==> src/svm_pkg.sv <==
`timescale 1ns / 1ps

package svm_pkg;

    localparam int unsigned VOICES      = 4;
    localparam int unsigned SLOTS       = 31;
    localparam int unsigned SAMPLE_AW   = 17;
    localparam int unsigned SAMPLE_MEM_DEPTH = 1 << SAMPLE_AW;

    localparam logic [2:0] OP_TICK      = 3'd0;
    localparam logic [2:0] OP_WR_SAMPLE = 3'd1;
    localparam logic [2:0] OP_WR_SLOT   = 3'd2;
    localparam logic [2:0] OP_TRIGGER   = 3'd3;
    localparam logic [2:0] OP_SET_LEVEL = 3'd4;
    localparam logic [2:0] OP_STOP_ALL  = 3'd5;

    localparam logic       REG_PITCH_SCALE = 1'b0;
    localparam logic       REG_VOICE_EN    = 1'b1;

    localparam logic [6:0]  FULL_LEVEL  = 7'd64;
    localparam logic [15:0] PHASE_STEP  = 16'd75;
    localparam logic [18:0] UNITY_PITCH = 19'h10000;

    typedef struct packed {
        logic [4:0]  slot;
        logic [11:0] period;
        logic [14:0] phase;
        logic [16:0] position;
        logic [6:0]  level;
    } voice_t;

    typedef struct packed {
        logic [16:0] start;
        logic [16:0] length;
        logic [16:0] loop_start;
        logic [16:0] loop_end;
        logic        loops;
        logic [6:0]  volume;
    } slot_t;

    localparam voice_t VOICE_RESET = '{slot: 5'd0, period: 12'd0, phase: 15'd0,
                                       position: 17'd0, level: FULL_LEVEL};

    function automatic logic [6:0] sat_level(input logic [6:0] lv);
        return (lv > FULL_LEVEL) ? FULL_LEVEL : lv;
    endfunction

endpackage

==> src/svm_voice_mem.sv <==
`timescale 1ns / 1ps

module svm_voice_mem
    import svm_pkg::*;
(
    input  logic       aclk,
    input  logic       aresetn,
    input  logic       we,
    input  logic [1:0] waddr,
    input  voice_t     wdata,
    input  logic       re,
    input  logic [1:0] raddr,
    output voice_t     rdata
);

    voice_t     mem [VOICES];
    voice_t     rdata_reg;
    logic [VOICES-1:0] valid_reg;
    logic       rvalid_reg;

    always_ff @(posedge aclk) begin
        if (we) begin
            mem[waddr] <= wdata;
        end
        if (re) begin
            rdata_reg <= mem[raddr];
        end
    end

    // unwritten entries read as their reset contents
    always_ff @(posedge aclk) begin
        if (!aresetn) begin
            valid_reg  <= '0;
            rvalid_reg <= 1'b0;
        end else begin
            if (we) begin
                valid_reg[waddr] <= 1'b1;
            end
            if (re) begin
                rvalid_reg <= valid_reg[raddr];
            end
        end
    end

    assign rdata = rvalid_reg ? rdata_reg : VOICE_RESET;

endmodule

==> config.mk <==
export PLATFORM = sky130hd
export DESIGN_NAME = svm_voice_mem
export DESIGN_NICKNAME = d
export VERILOG_FILES = /design/src/svm_pkg.sv /design/src/svm_voice_mem.sv
export SDC_FILE = /design/constraint.sdc
export NUM_CORES = 1
export LEC_CHECK = 0
export ABC_CLOCK_PERIOD_IN_PS = 7600
export BUFFER_PORTS_ARGS = -buffer_cell sky130_fd_sc_hd__buf_2
export CORE_MARGIN = 5
export CORE_UTILIZATION = 53
export CTS_BUF_LIST = sky130_fd_sc_hd__clkbuf_8
export CTS_CLUSTER_DIAMETER = 200
export DETAILED_ROUTE_END_ITERATION = 8
export PLACE_DENSITY = 0.73
export SLEW_MARGIN = 20
export SYNTH_ARGS = -nofsm -noshare
export SYNTH_HDL_FRONTEND = slang
export SYNTH_SLANG_ARGS = --single-unit
==> constraint.sdc <==
create_clock -name aclk -period 7.6 [get_ports aclk]
set_clock_uncertainty 0.2 [all_clocks]
set_input_delay 1.14 -clock aclk [delete_from_list [all_inputs] [get_ports aclk]]
set_output_delay 1.14 -clock aclk [all_outputs]
set_load 0.1 [all_outputs]
==> run metrics <==
status=complete, no violations; Async SR Flop Fraction=0; achievable frequency=288 MHz; Fin. Hold Viols=0; Tcrit/Tclk final=0.457; ANT nets after route=0; FF/Latch Area=8510 sq um; FF-to-FF End=rvalid_reg; max-slew violations=0; final setup margin=4.13 ns; flip-flop count of the largest register after layout=224; share of the synthesized area in the top cell type=0.811; number of distinct library cells after synthesis=19; CTS resizes=0; HP Class=flip-flop to flip-flop; top sig layer=met5; top_reg_cell synth=edfxtp_1; largest net degree at the start of global routing=60; hold_buf cts=0; die width=about 150 um; combined global-route utilization of all metal layers=0.164; Max Cap Viol=0; Clock Sinks=285; EDFF count, synth=280; placed cells=approximately 800; Setup Viol. Count Final=0; Post-Syn Area=between 10000 and 15000 sq um; Worst-path clk slew=0.06 ns; metal3 WL=1270 um; Pwr Density=264 nW/um^2; Final Non-Filler Cells=just under 900; global-route wire length before repair=27600 um; Avg Inst Size Synth=~24 sq um; worst endpoint required time=6.26 ns; slew margin rel.=0.404; CTS root buf=clkbuf_8; register area share after synthesis=0.820; Avg WL per Cell=slightly above 20 um; Setup TNS=0 ns; RSZ-0062 raised after global routing=false; DRT Pass-1 Iters=4; VDD IR max=152 uV; leakage=around 4.3 nW; hold worst-path end=valid_reg[1]; synth warn=0; multi-input logic area=1730 sq um; clk buf depth=3; Post-CTS Setup Inserts=0; Core ar.=just under 20000 sq um; largest area contributor in the netlist=edfxtp_1; layout overhead on the synthesized area=15.9%; Syn Inst Count=430; internal reg-to-reg setup slack=6.19 ns; Synth area leaders=edfxtp_1 81%, mux4_2 12%, and2_1 3.3%; Final nets=~650; initial antenna violation count=3; H-tree Lvls=2; gr ovfl total=0; worst slew pin tran=0.893 ns; via count=about 4.7k; pre-CTS setup slack=between 4 and 5 ns; Worst Path Arrival=2.13 ns; reg2reg path depth=2; most common cell in the synthesized netlist=edfxtp_1; vias per cell=around 5.3; Std-Cell Rows=51; fillers=1347; DRC viols=0; synth cell count leaders=280 x edfxtp_1, 56 x mux4_2, 55 x and2_1; DP HPWL=10000 um; Clk Latency, worst-skew pair=0.52 ns; minimum clock period=3.47 ns; Initial Util=0.536; RePlAce Congestion=0.683; vias in the first global route=5041; DIE AREA=22500 sq um; DRT iter0 DRCs=261; hold path startpoint=valid_reg[1]; CTS tree=yes; CP Launch Type=flip-flop; met1 WL=7670 um; r2r startpoint=rvalid_reg; final wirelength=17900 um; Syn Nets=494; hold path depth=1; Worst Path Max Fanout=57; port buffer count=about 120; Num CTS Buffers=44; DR WL met2=8610 um; num ports=120; WS Path Type=flip-flop to output port; DIE HEIGHT=150 um; Yosys reg bits=285; CP Capture Type=output port; layout cell share with drive strength beyond 1=0.390
cells by family (layout without fill, tap and decap cells):
group,count (synthesis),after routing,share of synthesized area
and+or+nand+nor,63,63,0.0387
DFF,285,285,0.820
muxes,58,58,0.124
other,0,2,0
AOI/OAI and AO/OA,5,5,0.00374
buffers and inverters,19,202,0.0138
how the worst max path moves through the flow:
stage | startpoint | to | slack (ns)
2_1_floorplan | waddr[0] | mem[0][0] | 1.52
3_3_place_gp | raddr[0] | rdata_reg[25] | 4.22
3_5_place_dp | raddr[0] | rdata_reg[20] | 4.18
4_1_cts | rvalid_reg | rdata[23] | 4.00
5_1_grt | rvalid_reg | rdata[17] | 3.93
6_report | rvalid_reg | rdata[23] | 4.13
through the flow:
stage | power [mW] | hold WS (ns) | cell area [sq um] | utilization
CTS | 3.22 | 0.275 | 12000 | 0.621
detailed placement | 2.06 | 0.260 | 11200 | 0.580
global route | 3.31 | 0.298 | 12000 | 0.621
floorplan | 2.00 | 0.240 | 10400 | -
finish | 3.17 | 0.275 | 12000 | 0.622
global placement | 2.05 | 0.246 | 11200 | 0.580
worst max-delay path, cell delays in order, from the launching register on:
cell and delay (ns):
dfxtp_2 0.87, and2_1 0.26, buf_2 0.45
area by class of cell:
| cell class | instances | area share |
|---|---|---|
| multi-input combinational | 126 | 0.144 |
| tap | 265 | 0.0276 |
| sequential | 285 | 0.708 |
| antenna | 2 | 0.000416 |
| clock inverter | 31 | 0.0146 |
| timing repair buffer | 126 | 0.0541 |
| clock buffer | 45 | 0.0515 |
metal layers:
| layer | GRT usage | vias up |
|---|---|---|
| li1 | - | 2084 |
| met2 | 0.260 | 151 |
| met4 | 0.0563 | 6 |
| met1 | 0.223 | 2399 |
| met3 | 0.0451 | 41 |
| met5 | 0 | - |
report_power, final:
part           leakage, nW  switching (mW)  internal (mW)  total (mW)
sequential            2.65          0.0222           1.82        1.85
clock                0.465           0.532          0.615        1.15
combinational         1.16           0.115         0.0661       0.181
placed cells by master, fill, tap and decap left out, drive strengths merged:
cell    netlist  final
clkinv        0     14
o21a          4      4
mux2i         2      2
nor3b         1      1
inv           0     15
and3b         2      2
edfxtp      280    280
nand3         1      1
and2         55     55
diode         0      2
o221ai        1      1
buf          13    126
clkbuf        6     45
bufinv        0      2
and3          1      1
mux4         56     56
nand3b        2      2
nand2b        1      1
dfxtp         5      5
(Power assumes the default switching activity.)
