`src/svm_pkg.sv`:
```
`timescale 1ns / 1ps

package svm_pkg;

    localparam int unsigned VOICES      = 4;
    localparam int unsigned SLOTS       = 31;
    localparam int unsigned SAMPLE_AW   = 17;
    localparam int unsigned SAMPLE_MEM_DEPTH = 1 << SAMPLE_AW;

    localparam logic [2:0] OP_TICK      = 3'd0;
    localparam logic [2:0] OP_WR_SAMPLE = 3'd1;
    localparam logic [2:0] OP_WR_SLOT   = 3'd2;
    localparam logic [2:0] OP_TRIGGER   = 3'd3;
    localparam logic [2:0] OP_SET_LEVEL = 3'd4;
    localparam logic [2:0] OP_STOP_ALL  = 3'd5;

    localparam logic       REG_PITCH_SCALE = 1'b0;
    localparam logic       REG_VOICE_EN    = 1'b1;

    localparam logic [6:0]  FULL_LEVEL  = 7'd64;
    localparam logic [15:0] PHASE_STEP  = 16'd75;
    localparam logic [18:0] UNITY_PITCH = 19'h10000;

    typedef struct packed {
        logic [4:0]  slot;
        logic [11:0] period;
        logic [14:0] phase;
        logic [16:0] position;
        logic [6:0]  level;
    } voice_t;

    typedef struct packed {
        logic [16:0] start;
        logic [16:0] length;
        logic [16:0] loop_start;
        logic [16:0] loop_end;
        logic        loops;
        logic [6:0]  volume;
    } slot_t;

    localparam voice_t VOICE_RESET = '{slot: 5'd0, period: 12'd0, phase: 15'd0,
                                       position: 17'd0, level: FULL_LEVEL};

    function automatic logic [6:0] sat_level(input logic [6:0] lv);
        return (lv > FULL_LEVEL) ? FULL_LEVEL : lv;
    endfunction

endpackage

```
`src/svm_slot_mem.sv`:
```
`timescale 1ns / 1ps

module svm_slot_mem
    import svm_pkg::*;
(
    input  logic       aclk,
    input  logic       we,
    input  logic [4:0] waddr,
    input  slot_t      wdata,
    input  logic       re,
    input  logic [4:0] raddr,
    output slot_t      rdata
);

    slot_t mem [SLOTS];
    slot_t rdata_reg;

    always_ff @(posedge aclk) begin
        if (we) begin
            mem[waddr] <= wdata;
        end
        if (re) begin
            rdata_reg <= mem[raddr];
        end
    end

    assign rdata = rdata_reg;

endmodule

```
`config.mk`:
```
export PLATFORM = sky130hd
export DESIGN_NAME = svm_slot_mem
export DESIGN_NICKNAME = d
export VERILOG_FILES = /design/src/svm_pkg.sv /design/src/svm_slot_mem.sv
export SDC_FILE = /design/constraint.sdc
export NUM_CORES = 2
export LEC_CHECK = 0
export BUFFER_PORTS_ARGS = -buffer_cell sky130_fd_sc_hd__clkbuf_2
export CAP_MARGIN = 20
export CORE_UTILIZATION = 35
export CTS_CLUSTER_DIAMETER = 30
export DETAILED_ROUTE_END_ITERATION = 8
export HOLD_SLACK_MARGIN = 0.08
export SLEW_MARGIN = 20
export SYNTH_ARGS = -nofsm -noshare
export SYNTH_HDL_FRONTEND = slang
export SYNTH_SLANG_ARGS = --single-unit
```
`constraint.sdc`:
```
create_clock -name aclk -period 7.4 [get_ports aclk]
set_input_delay 1.48 -clock aclk [delete_from_list [all_inputs] [get_ports aclk]]
set_output_delay 1.48 -clock aclk [all_outputs]
set_load 0.03 [all_outputs]
```
==> impl_metrics.xml <==
<?xml version="1.0" encoding="UTF-8"?>
<metrics>
  <group name="worst_hold_path">
    <metric name="min-delay-path-class" unit="">flip-flop to flip-flop</metric>
  </group>
  <group name="cells_and_area">
    <metric name="final_core_util" unit="%">42.9</metric>
    <metric name="largest_register_ff_count" unit="">2356</metric>
    <metric name="layout-area-overhead-vs-synth" unit="%">21.5</metric>
    <metric name="post_route_cells_drive_above_1_share" unit="%">30.0</metric>
    <metric name="num-nets-final" unit="">4778</metric>
  </group>
  <group name="global_route">
    <metric name="grt_first_pass_wirelength" unit="um">335000</metric>
    <metric name="grt_antenna_before_repair" unit="">33</metric>
    <metric name="global_route.overflow_total" unit="">0</metric>
    <metric name="number_of_global_route_vias_before_repair" unit="">46500</metric>
    <metric name="grt_max_degree" unit="">143</metric>
    <metric name="grt_util_all_layers" unit="%">17.4</metric>
  </group>
  <group name="setup_path">
    <metric name="timing.reg2reg.setup_slack" unit="ns">5.37</metric>
    <metric name="critical_path_fanout_max" unit="">142</metric>
    <metric name="cp-start-kind" unit="">input pin</metric>
    <metric name="crit_slowest_cell" unit="">sky130_fd_sc_hd__buf_12</metric>
    <metric name="setup.worst_path.class" unit="">input pin to flip-flop</metric>
    <metric name="worst_path_largest_cell_delay" unit="ns">0.73</metric>
    <metric name="crit_required" unit="ns">8.06</metric>
    <metric name="worstPathCellList" unit="">buf_8 -&gt; buf_12 -&gt; buf_4 -&gt; mux4_2 -&gt; mux2i_1 -&gt; mux2_2 -&gt; a222oi_1</metric>
    <metric name="cp_endpoint_kind" unit="">flip-flop</metric>
    <metric name="data_arrival_time_of_the_worst_path" unit="ns">4.53</metric>
  </group>
  <group name="timing">
    <metric name="timing.max_slew.rel_slack" unit="%">20.2</metric>
    <metric name="fin_tns_setup" unit="ns">0</metric>
    <metric name="final-setup-viol-count" unit="">0</metric>
    <metric name="fin_skew" unit="ns">0.0708</metric>
    <metric name="hold_viol" unit="">0</metric>
    <metric name="tightest_slew" unit="ns">1.20</metric>
    <metric name="final_max_slew_viols" unit="">0</metric>
    <metric name="rsz0062_at_grt" unit="">no</metric>
    <metric name="hold-worst-slack" unit="ns">0.703</metric>
    <metric name="final_period_util" unit="%">52.3</metric>
    <metric name="max_clock_freq" unit="MHz">258</metric>
    <metric name="fin_crit" unit="ns">3.87</metric>
  </group>
  <group name="clock_network">
    <metric name="numClockSinks" unit="">2432</metric>
    <metric name="cts_buffers" unit="">440</metric>
    <metric name="cts_setup_buffers" unit="">0</metric>
    <metric name="clk_latency" unit="ns">0.89</metric>
    <metric name="cts_repair_resize_count" unit="">0</metric>
    <metric name="cts.root.buffer_cell" unit="">sky130_fd_sc_hd__clkbuf_16</metric>
    <metric name="post_cts_hold_buffer_count" unit="">0</metric>
    <metric name="cts_tree" unit="">built</metric>
    <metric name="max_root_sink_buffers" unit="">4</metric>
    <metric name="clkTransAtPathRegs" unit="ns">0.05</metric>
    <metric name="htree_num_levels" unit="">5</metric>
  </group>
  <group name="placed_design">
    <metric name="dp_hpwl" unit="um">113000</metric>
    <metric name="numPortBuffers" unit="">164</metric>
    <metric name="gp_routability_congestion" unit="">0.718</metric>
  </group>
  <group name="floorplan">
    <metric name="die_x" unit="um">517</metric>
    <metric name="initial_utilization" unit="%">35.3</metric>
    <metric name="floorplan.rows" unit="">188</metric>
    <metric name="die_area" unit="mm^2">0.268</metric>
    <metric name="io-pin-count" unit="">165</metric>
    <metric name="placeableCoreArea" unit="mm^2">0.263</metric>
    <metric name="floorplan.die.height" unit="um">517</metric>
  </group>
  <group name="drt">
    <metric name="finalWirelength" unit="um">235000</metric>
    <metric name="ant_nets" unit="">0</metric>
    <metric name="routedWlPerCell" unit="um">27.4</metric>
    <metric name="drt_pass1_iterations" unit="">5</metric>
    <metric name="detailroute.via_count" unit="">45300</metric>
    <metric name="route.detailed.drc" unit="">0</metric>
    <metric name="detail_route.iter0.violations" unit="">4785</metric>
    <metric name="drt-vias-per-instance" unit="">5.28</metric>
  </group>
  <group name="logic_synthesis">
    <metric name="synth_top_area_cell" unit="">sky130_fd_sc_hd__edfxtp_1</metric>
    <metric name="syn_nets" unit="">4315</metric>
    <metric name="synthTopCellsByArea" unit="">sky130_fd_sc_hd__edfxtp_1 (79%), sky130_fd_sc_hd__mux4_2 (9.9%), sky130_fd_sc_hd__mux2i_1 (5.1%), sky130_fd_sc_hd__mux2_2 (1.2%), sky130_fd_sc_hd__a222oi_1 (0.52%)</metric>
    <metric name="ys_seq_area_share" unit="%">78.6</metric>
    <metric name="synthCells" unit="">4226</metric>
    <metric name="postSynthRegisterBits" unit="">2432</metric>
    <metric name="synthArstFlopShare" unit="%">0</metric>
    <metric name="synth-main-ff-cell" unit="">sky130_fd_sc_hd__edfxtp_1</metric>
    <metric name="syn-mean-instance-area" unit="um^2">22.0</metric>
    <metric name="ys.warnings.count" unit="">0</metric>
    <metric name="synth_area" unit="mm^2">0.0929</metric>
    <metric name="synthTopCellsByCount" unit="">sky130_fd_sc_hd__edfxtp_1 (2432), sky130_fd_sc_hd__mux2i_1 (472), sky130_fd_sc_hd__mux4_2 (407)</metric>
    <metric name="yosysTopAreaCellShare" unit="%">78.6</metric>
    <metric name="synth_edf_count" unit="">2432</metric>
    <metric name="yosys.cell_types.count" unit="">39</metric>
    <metric name="synth_most_common_cell" unit="">sky130_fd_sc_hd__edfxtp_1</metric>
  </group>
  <group name="pwr">
    <metric name="power-per-cell-area" unit="mW/mm^2">325</metric>
    <metric name="fin_total_pwr" unit="mW">36.7</metric>
    <metric name="peakVddDrop" unit="mV">0.250</metric>
    <metric name="static-leakage-power" unit="nW">37.0</metric>
  </group>
  <group name="outcome">
    <metric name="result_of_the_run" unit="">finished clean</metric>
  </group>
  <group name="flow_run">
    <metric name="timing.max_cap.violations" unit="">0</metric>
  </group>
</metrics>
[report_power, final]
part           switching [mW]  internal, mW  total [mW]
Sequential             0.0777          15.4        15.5
Clock                    6.92          12.8        19.8
Combinational           0.903         0.510        1.41
Total                    7.90          28.8        36.7
[per-stage QoR]
step / setup slack [ns] / std cells / area, um^2
6_report: 3.53 / 8583 / 113000
5_1_grt: 3.44 / 8578 / 113000
4_1_cts: 3.67 / 8574 / 113000
3_5_place_dp: 2.76 / 7761 / 98100
3_3_place_gp: 2.74 / 7760 / 98100
2_1_floorplan: 1.58 / 4226 / 92900
[layout by cell type (no fill, tap or decap), drive strengths merged, types with 25 or more instances in the layout]
master and n:
edfxtp 2432, bufinv 52, a211oi 25, mux2 99
clkinvlp 67, o21ai 79, a21oi 74, nand2 96
clkinv 170, nor2 50, mux4 407, buf 103
mux2i 472, a222oi 48, inv 26, o22ai 69
clkbuf 656
[critical path: cells and delay by family]
kind | cells | cell delay [ns]
buf+inv | 3 | 1.79
mux | 3 | 0.72
compound gates | 1 | 0.35
[path summary, 6_finish.rpt]
| path | startpoint | end | cells past startpoint |
|---|---|---|---|
| setup / recovery | raddr[2] | rdata[68] | 7 |
| hold / removal | mem[14][15] | rdata[15] | 4 |
| setup reg to reg | mem[18][12] | rdata[12] | 5 |
| hold reg to reg | mem[14][15] | rdata[15] | 4 |
[final cells by class]
cell class	instances	area, um^2
Sequential cell	2432	73000
Multi-Input combinational cell	1554	18700
Tap cell	3515	4400
Clock inverter	315	3480
Fill cell	22300	150000
Clock buffer	498	11300
Timing Repair Buffer	261	2010
Antenna cell	8	20.0
[routing by layer]
| metal | GRT usage [%] | wire, um | up-vias |
|---|---|---|---|
| li1 | - | - | 18900 |
| met3 | 3.11 | 16000 | 419 |
| met2 | 28.5 | 114000 | 1734 |
| met5 | 0 | 34 | - |
| met4 | 5.55 | 6270 | 6 |
| met1 | 23.6 | 98600 | 24200 |
[cells by family (layout without fill, tap and decap cells)]
kind of cell,count (synthesis),count (layout),share of synthesized area (%)
compound gates,382,382,2.73
flops,2432,2432,78.6
simple gates,194,194,0.922
mux,978,978,16.1
buf+inv,240,1074,1.63
other cells,0,8,0
Note: power is estimated with default switching activity, not from simulation.
